===== config.mk =====
export PLATFORM = sky130hd
export DESIGN_NAME = rsn_div
export DESIGN_NICKNAME = d
export VERILOG_FILES = /design/src/rsn_pkg.sv /design/src/rsn_div.sv
export SDC_FILE = /design/constraint.sdc
export NUM_CORES = 1
export LEC_CHECK = 0
export BUFFER_PORTS_ARGS = -buffer_cell sky130_fd_sc_hd__buf_2
export CAP_MARGIN = 5
export CORE_MARGIN = 2
export CORE_UTILIZATION = 29
export DETAILED_ROUTE_END_ITERATION = 12
export PLACE_DENSITY = 0.58
export SLEW_MARGIN = 20
export SYNTH_ARGS = -nofsm -noshare
export SYNTH_HDL_FRONTEND = slang
export SYNTH_SLANG_ARGS = --single-unit

===== constraint.sdc =====
create_clock -name clk -period 8.4 [get_ports clk]
set_input_delay 0 -clock clk [delete_from_list [all_inputs] [get_ports clk]]
set_output_delay 0 -clock clk [all_outputs]
set_load 0.03 [all_outputs]

===== src/rsn_pkg.sv =====
// ----------------------------------------------------------------------------
// rsn_pkg
// Shared widths, codes and types for the ray / segment nearest-hit block.
// ----------------------------------------------------------------------------
package rsn_pkg;

    // field widths
    localparam int COORD_W   = 24;
    localparam int DIFF_W    = COORD_W + 1;
    localparam int PROD_W    = 2 * DIFF_W;
    localparam int CROSS_W   = PROD_W + 1;
    localparam int MAG_W     = CROSS_W - 1;
    localparam int HALF_W    = MAG_W / 2;
    localparam int PP_W      = 2 * HALF_W;
    localparam int FULL_W    = 2 * MAG_W;
    localparam int SEG_W     = 4 * COORD_W;
    localparam int REACH_W   = 12;
    localparam int ACT_W     = 9;
    localparam int LEN_W     = 20;
    localparam int IDX_OUT_W = 8;
    localparam int SLOT_IN_W = 8;
    localparam int CFG_IDX_W = 1;

    localparam logic [REACH_W-1:0] REACH_RESET = 12'd1500;
    localparam logic [LEN_W-1:0]   LEN_MAX     = {LEN_W{1'b1}};

    // configuration register indexes
    localparam logic [CFG_IDX_W-1:0] REG_REACH_LENGTH    = 1'd0;
    localparam logic [CFG_IDX_W-1:0] REG_ACTIVE_SEGMENTS = 1'd1;

    // item kinds
    localparam logic KIND_LOAD = 1'b0;
    localparam logic KIND_RAY  = 1'b1;

    typedef logic signed [COORD_W-1:0] coord_t;
    typedef logic signed [DIFF_W-1:0]  diff_t;
    typedef logic signed [PROD_W-1:0]  prod_t;
    typedef logic signed [CROSS_W-1:0] cross_t;
    typedef logic [MAG_W-1:0]          mag_t;

    typedef enum logic [2:0] {
        ST_IDLE,
        ST_ISSUE,
        ST_DRAIN,
        ST_DIVIDE,
        ST_OUTPUT
    } state_t;

    // one tested segment leaving the hit pipeline
    typedef struct packed {
        logic hit;
        mag_t tn;
        mag_t den;
    } cand_t;

    // running nearest hit
    typedef struct packed {
        logic found;
        mag_t tn;
        mag_t den;
    } best_t;

    // four partial products of a split multiplication
    typedef struct packed {
        logic [PP_W-1:0] hh;
        logic [PP_W-1:0] hl;
        logic [PP_W-1:0] lh;
        logic [PP_W-1:0] ll;
    } pp_t;

    function automatic pp_t pp_mul(mag_t a, mag_t b);
        pp_t p;
        p.hh = PP_W'(a[MAG_W-1:HALF_W]) * PP_W'(b[MAG_W-1:HALF_W]);
        p.hl = PP_W'(a[MAG_W-1:HALF_W]) * PP_W'(b[HALF_W-1:0]);
        p.lh = PP_W'(a[HALF_W-1:0]) * PP_W'(b[MAG_W-1:HALF_W]);
        p.ll = PP_W'(a[HALF_W-1:0]) * PP_W'(b[HALF_W-1:0]);
        return p;
    endfunction

    function automatic logic [FULL_W-1:0] pp_sum(pp_t p);
        logic [FULL_W-1:0] s;
        s = (FULL_W'(p.hh) << (2 * HALF_W)) + (FULL_W'(p.hl) << HALF_W)
          + (FULL_W'(p.lh) << HALF_W) + FULL_W'(p.ll);
        return s;
    endfunction

endpackage


===== src/rsn_div.sv =====
// ----------------------------------------------------------------------------
// rsn_div
// Restoring scaler: floor(n * m / d), one bit of m per cycle.
// ----------------------------------------------------------------------------
module rsn_div #(
    parameter int MW = 20
) (
    input  logic          clk,
    input  logic          rst_n,
    input  logic          start,
    input  rsn_pkg::mag_t n,
    input  rsn_pkg::mag_t d,
    input  logic [MW-1:0] m,
    output logic          done,
    output logic [MW-1:0] q
);
    import rsn_pkg::*;

    localparam int REM_W = MAG_W + 2;
    localparam int BW    = (MW > 1) ? $clog2(MW) : 1;

    logic             busy_reg, done_reg;
    logic [BW-1:0]    bit_reg;
    logic [REM_W-1:0] rem_reg;
    logic [MW-1:0]    q_reg, m_reg;
    mag_t             n_reg, d_reg;
    logic [REM_W-1:0] t_sum, d1, d2, rem_next;
    logic [1:0]       k;

    // one quotient digit of 0, 1 or 2
    always_comb
    begin
        t_sum = (rem_reg << 1) + (m_reg[bit_reg] ? REM_W'(n_reg) : '0);
        d1    = REM_W'(d_reg);
        d2    = REM_W'(d_reg) << 1;
        if (t_sum >= d2)
        begin
            rem_next = t_sum - d2;
            k        = 2'd2;
        end
        else if (t_sum >= d1)
        begin
            rem_next = t_sum - d1;
            k        = 2'd1;
        end
        else
        begin
            rem_next = t_sum;
            k        = 2'd0;
        end
    end

    always_ff @(posedge clk or negedge rst_n)
    begin
        if (!rst_n)
        begin
            busy_reg <= 1'b0;
            done_reg <= 1'b0;
            bit_reg  <= '0;
        end
        else
        begin
            done_reg <= 1'b0;
            if (start)
            begin
                busy_reg <= 1'b1;
                bit_reg  <= BW'(MW - 1);
            end
            else if (busy_reg)
            begin
                if (bit_reg == '0)
                begin
                    busy_reg <= 1'b0;
                    done_reg <= 1'b1;
                end
                else
                begin
                    bit_reg <= bit_reg - 1'b1;
                end
            end
        end
    end

    always_ff @(posedge clk)
    begin
        if (start)
        begin
            n_reg   <= n;
            d_reg   <= d;
            m_reg   <= m;
            rem_reg <= '0;
            q_reg   <= '0;
        end
        else if (busy_reg)
        begin
            rem_reg <= rem_next;
            q_reg   <= (q_reg << 1) + MW'(k);
        end
    end

    assign done = done_reg;
    assign q    = q_reg;

endmodule


Word-level counts from Yosys, hierarchy flattened:

Cells that the tools add are included.

* $add $sub $neg: 5
* magnitude comparators: 3
* eq/ne operators: 1
* muxes and demuxes: 16
* reductions and logical operators: 3

Operator list (number)
* 51-bit two-way mux: 2
* 52-bit by 50-bit adder with 52-bit output: 1
* 52-bit by 50-bit greater-or-equal comparator with 1-bit output: 1
* 52-bit by 51-bit greater-or-equal comparator with 1-bit output: 1
* 51-bit by 50-bit subtractor with 51-bit output: 1
* 51-bit subtractor: 1
* 50-bit two-way mux: 1
* 20-bit by 2-bit adder with 20-bit output: 1
* 5-bit two-way mux: 3
* 1-bit two-way mux: 8
* 5-bit by 6-bit < comparator with 1-bit output, second input constant: 1
* 1-bit binary-select mux with 5-bit select: 1
* 5-bit logical NOT: 1
* 5-bit by 1-bit subtractor with 5-bit output, second input constant: 1
* 2-bit two-way mux: 1
* 2-bit inequality test, second input constant: 1
* 2-bit AND reduction: 1
* 2-bit nonzero test: 1

* register bits: 198
* output and inout port bits: 21
* word-level logic and storage cells: 36

Depth between registers and ports, before layout:

* word-level depth: 8
* gate-level depth with buffers: 38

Worst setup path before layout:

Ideal clock, no wire load.

* path type: reg2reg
* from: register bit_reg[0]
* to: register q_reg[19], in the netlist q[19]
* arrival time: 7.768 ns
* required time: 8.314 ns
* path slack: 0.547 ns
* stages on the path, launching flop included: 34
* path buffers: 8
* period minus slack after synthesis: 7.853 ns
* cells stage by stage: dfrtp_1 -> buf_4 -> mux4_2 -> mux4_2 -> a21oi_2 -> clkbuf_1 -> clkbuf_1 -> nor2b_1 -> ha_1 -> fa_1 -> a211oi_1 -> o211ai_1 -> a21oi_1 -> o21bai_1 -> a2111oi_0 -> xnor2_1 -> ha_1 -> clkbuf_1 -> nand2_1 -> or3_1 -> nor3_1 -> a2bb2oi_1 -> o311a_1 -> buf_6 -> inv_4 -> buf_6 -> buf_2 -> ha_1 -> ha_1 -> and2_1 -> clkbuf_1 -> nand4_1 -> xor2_1 -> a211oi_1

* longest elaborated chain between the ends: 8

RTL lines
* start: declaration: line rsn_div.sv:23 `logic [BW-1:0] bit_reg;`
* start signal: assignment: line rsn_div.sv:67 `bit_reg <= BW'(MW - 1);`
* start signal: assignment: line rsn_div.sv:78 `bit_reg <= bit_reg - 1'b1;`
* 1-bit binary-select mux with 5-bit select (*): line rsn_div.sv:33 `t_sum = (rem_reg << 1) + (m_reg[bit_reg] ? REM_W'(n_reg) : '0);`
* 1-bit two-way mux (implied by the code) (*): line rsn_div.sv:33
* 50-bit two-way mux (*): line rsn_div.sv:33
* 52-bit by 50-bit adder with 52-bit output (*): line rsn_div.sv:33
* 52-bit by 50-bit greater-or-equal comparator with 1-bit output: line rsn_div.sv:41 `else if (t_sum >= d1)`
* 1-bit two-way mux: line rsn_div.sv:41
* 2-bit two-way mux (*): line rsn_div.sv:36 `if (t_sum >= d2)`
* 20-bit by 2-bit adder with 20-bit output (*): line rsn_div.sv:97 `q_reg <= (q_reg << 1) + MW'(k);`
* end signal: assignment: line rsn_div.sv:97
* end: declaration: line rsn_div.sv:25 `logic [MW-1:0] q_reg, m_reg;`

Mark *: on every way between the ends. The rest lies on a longest branch, timed or not. The select of a mux whose other input is x is not followed.
A chain may end at the register's enable or synchronous reset.

Worst setup path in the final report:

Same ends and word-level chain as after synthesis.

==> metrics.txt <==
status finished clean; Seq cells post-synth 198; RSZ-0062 raised after global routing no; number of nets with antenna violations after routing 0; CP Max Fanout 11; Static Leak just under 9 nW; area of the mapped netlist approximately 17000 um2; syn nets roughly 2300; reg2reg start bit_reg[0]$_DFFE_PN0P_; most common cell after layout, fill and taps aside a21oi_1; Tot GR Track Use between 10% and 20%; setup violators final 0; switching part of the total power between 50% and 60%; YS warnings 0; TritonCTS buffer count 17; r2r setup slk about 0.42 ns; Final Hold Fails 0; CTS tree built; vias after detailed routing roughly 16000; Worst Hold Class primary input to register; most used cell, CP ha_1; Post-synth EDFFs 120; final worst-path cycle share approximately 95%; R2R Path End q[19]$_SDFFE_PP0P_; f_max between 0.1 and 0.15 GHz; Worst EP required slightly below 9 ns; io pins about 140; Multi-input gate area 11060 um2; Setup TNS 0 ns; GP Congestion around 0.99; gr ovfl total 0; HP Start d[43]; Die W approximately 250 um; Worst EP arrival about 8.3 ns; Slew HR 34.55%; cells on worst reg2reg path 30; Max-Cap Viols 0; DRT iter0 DRCs 1200; Starting Density between 20 and 30%; clk root buf clkbuf_16; DR DRC count 0; Crit-path slowest cell mux4_2; clk_lat worst skew around 0.50 ns; library cells used by synthesis between 90 and 100; first-pass GRT wire length slightly above 90 mm; average wire per standard cell approximately 20 um; post-synth top area cell edfxtp_1; final net count 2524; Area growth, synth to finish 21.56%; HPWL Detailed between 40 and 50 mm; max reg flops 51; sequential power share 14.8%; FILL cells 6031; most frequent cells in the layout a21oi_1 (181), nand2_1 (167), ha_1 (153); Synth top area share 21.16%; CP Capture Type register; Die H 246.3 um; fraction of registers with async set/reset approximately 3.5%; maximum cell stage delay along the critical path approximately 0.53 ns; register area share after synthesis 30.53%; Net Sw Power roughly 4.5 mW; syn_area_per_cell between 8 and 9 um2; clock power share between 10% and 20%; CP delay by family, top compound AO/OA/AOI/OAI gates; total length of routed wires ~59 mm; PortBufs around 140; Int Pwr around 4.3 mW; core area a little under 60000 um2; register area 5205 um2; layout cells sized above 1 12.58%; Worst-Margin Slew about 0.98 ns; Startpoint Class register; Pre-Repair DR Iteration Count 5; combinational share of power 75.1%; Pwr per Cell Area 422.2 nW/um2; Cells after Synth roughly 2000; minimum clock period between 7 and 8 ns; WS Path Type register to register; largest net degree at the start of global routing between 70 and 80; Fin Clk Skew between 0.015 and 0.02 ns; Hold EP d_reg[43]$_DFFE_PP_; Worst Hold Depth 2; top post-synthesis cells by area edfxtp_1 (21%), ha_1 (11%), dfxtp_1 (8.3%), a21oi_1 (5.3%), xnor2_1 (4.5%); clk sink count slightly below 200; H-tree Lvls 4; Ant. Diodes 0; vias in the first global route approximately 16000; initial antenna violation count 0; post-DR vias/cell about 5.4; CTS max path bufs 2; Pins Over Slew Limit 0; Worst IR Drop VDD 0.2323 mV; Clk pin slew, worst setup/hold paths roughly 0.08 ns; number of buffers and inverters on the critical path 4; total design power ~8.7 mW; Rows 88; Top FF cell, synth edfxtp_1; die area 60680 um2
[power by group through the flow]
stage,sequential [mW],clock [mW],combinational [mW]
after floorplan,1.29,0,4.54
after global placement,1.32,0,6.35
after detailed placement,1.32,0,6.37
after CTS,1.30,0.915,6.45
after global routing,1.31,0.942,7.15
final,1.30,0.879,6.56
[timing repair]
item,4_1_cts,5_1_grt
buffers inserted,0,3
endpoints found under the hold margin,157,0
endpoints found under the setup margin,0,70
hold buffers,123,0
resized for setup,0,5
[logic make-up after synthesis]
| family | after synthesis | synth area share, % |
|---|---|---|
| buffers and inverters | 190 | 4.658 |
| AO/OA/AOI/OAI | 667 | 25.93 |
| adder cells (fa/ha/maj) | 156 | 11.59 |
| flip-flops | 198 | 30.53 |
| AND/OR/NAND/NOR | 615 | 17.81 |
| XOR/XNOR | 149 | 7.663 |
| multiplexers | 22 | 1.815 |
[stage by stage]
step / cells / utilization (%) / worst slack (ns) / hold slack (ns) / cell area [um2]
final: 3023 / 35.74 / 0.4185 / 0.2017 / 20700
after global routing: 3023 / 35.74 / 0.01925 / 0.1755 / 20700
after CTS: 3020 / 35.66 / 0.08198 / 0.1577 / 20650
after detailed placement: 2865 / 32.47 / 0.1025 / -0.1472 / 18810
after global placement: 2865 / 32.47 / 0.2178 / -0.1537 / 18810
after floorplan: 1997 / - / 0.5467 / -0.2956 / 17030
[synth_stat cells, drive strengths merged, types with 26 or more instances]
library cell  number
inv               90
nor3              42
nand3             50
a21o              74
ha               153
a211oi            58
o21ai            133
nor2b             67
o21bai            26
xor2              62
edfxtp           120
o211ai            26
nor2             142
nand4             42
xnor2             87
clkbuf            73
a21oi            183
nand2            168
buf               27
dfxtp             71
[final cells by class]
cell class | count | share of cell area (%)
multi-input cells | 1609 | 53.43
flip-flops and latches | 198 | 25.14
repair buffers | 329 | 12.20
well taps | 765 | 4.624
clock buffers | 17 | 2.055
inverters | 90 | 1.644
clock inverters | 15 | 0.9006
[per-layer routing]
layer / track usage, % / vias to the layer above / wire (um)
met5: 0 / - / 0
met4: 7.406 / 0 / 1838
met3: 3.017 / 86 / 3059
met2: 31.40 / 537 / 26900
met1: 26.30 / 7775 / 27380
li1: - / 7937 / -
[worst max path at each step]
stage	slack, ns	endpoint	start	depth (start not counted)
after detailed placement	0.10	rem_reg[21]$_SDFFE_PP0P_	bit_reg[0]$_DFFE_PN0P_	29
after floorplan	0.55	q[19]$_SDFFE_PP0P_	bit_reg[0]$_DFFE_PN0P_	33
final	0.42	q[19]$_SDFFE_PP0P_	bit_reg[0]$_DFFE_PN0P_	30
after global placement	0.22	rem_reg[21]$_SDFFE_PP0P_	bit_reg[0]$_DFFE_PN0P_	29
after global routing	0.02	q[19]$_SDFFE_PP0P_	bit_reg[0]$_DFFE_PN0P_	30
after CTS	0.08	rem_reg[21]$_SDFFE_PP0P_	bit_reg[0]$_DFFE_PN0P_	29
No activity file was read; power rests on OpenSTA's default activity.
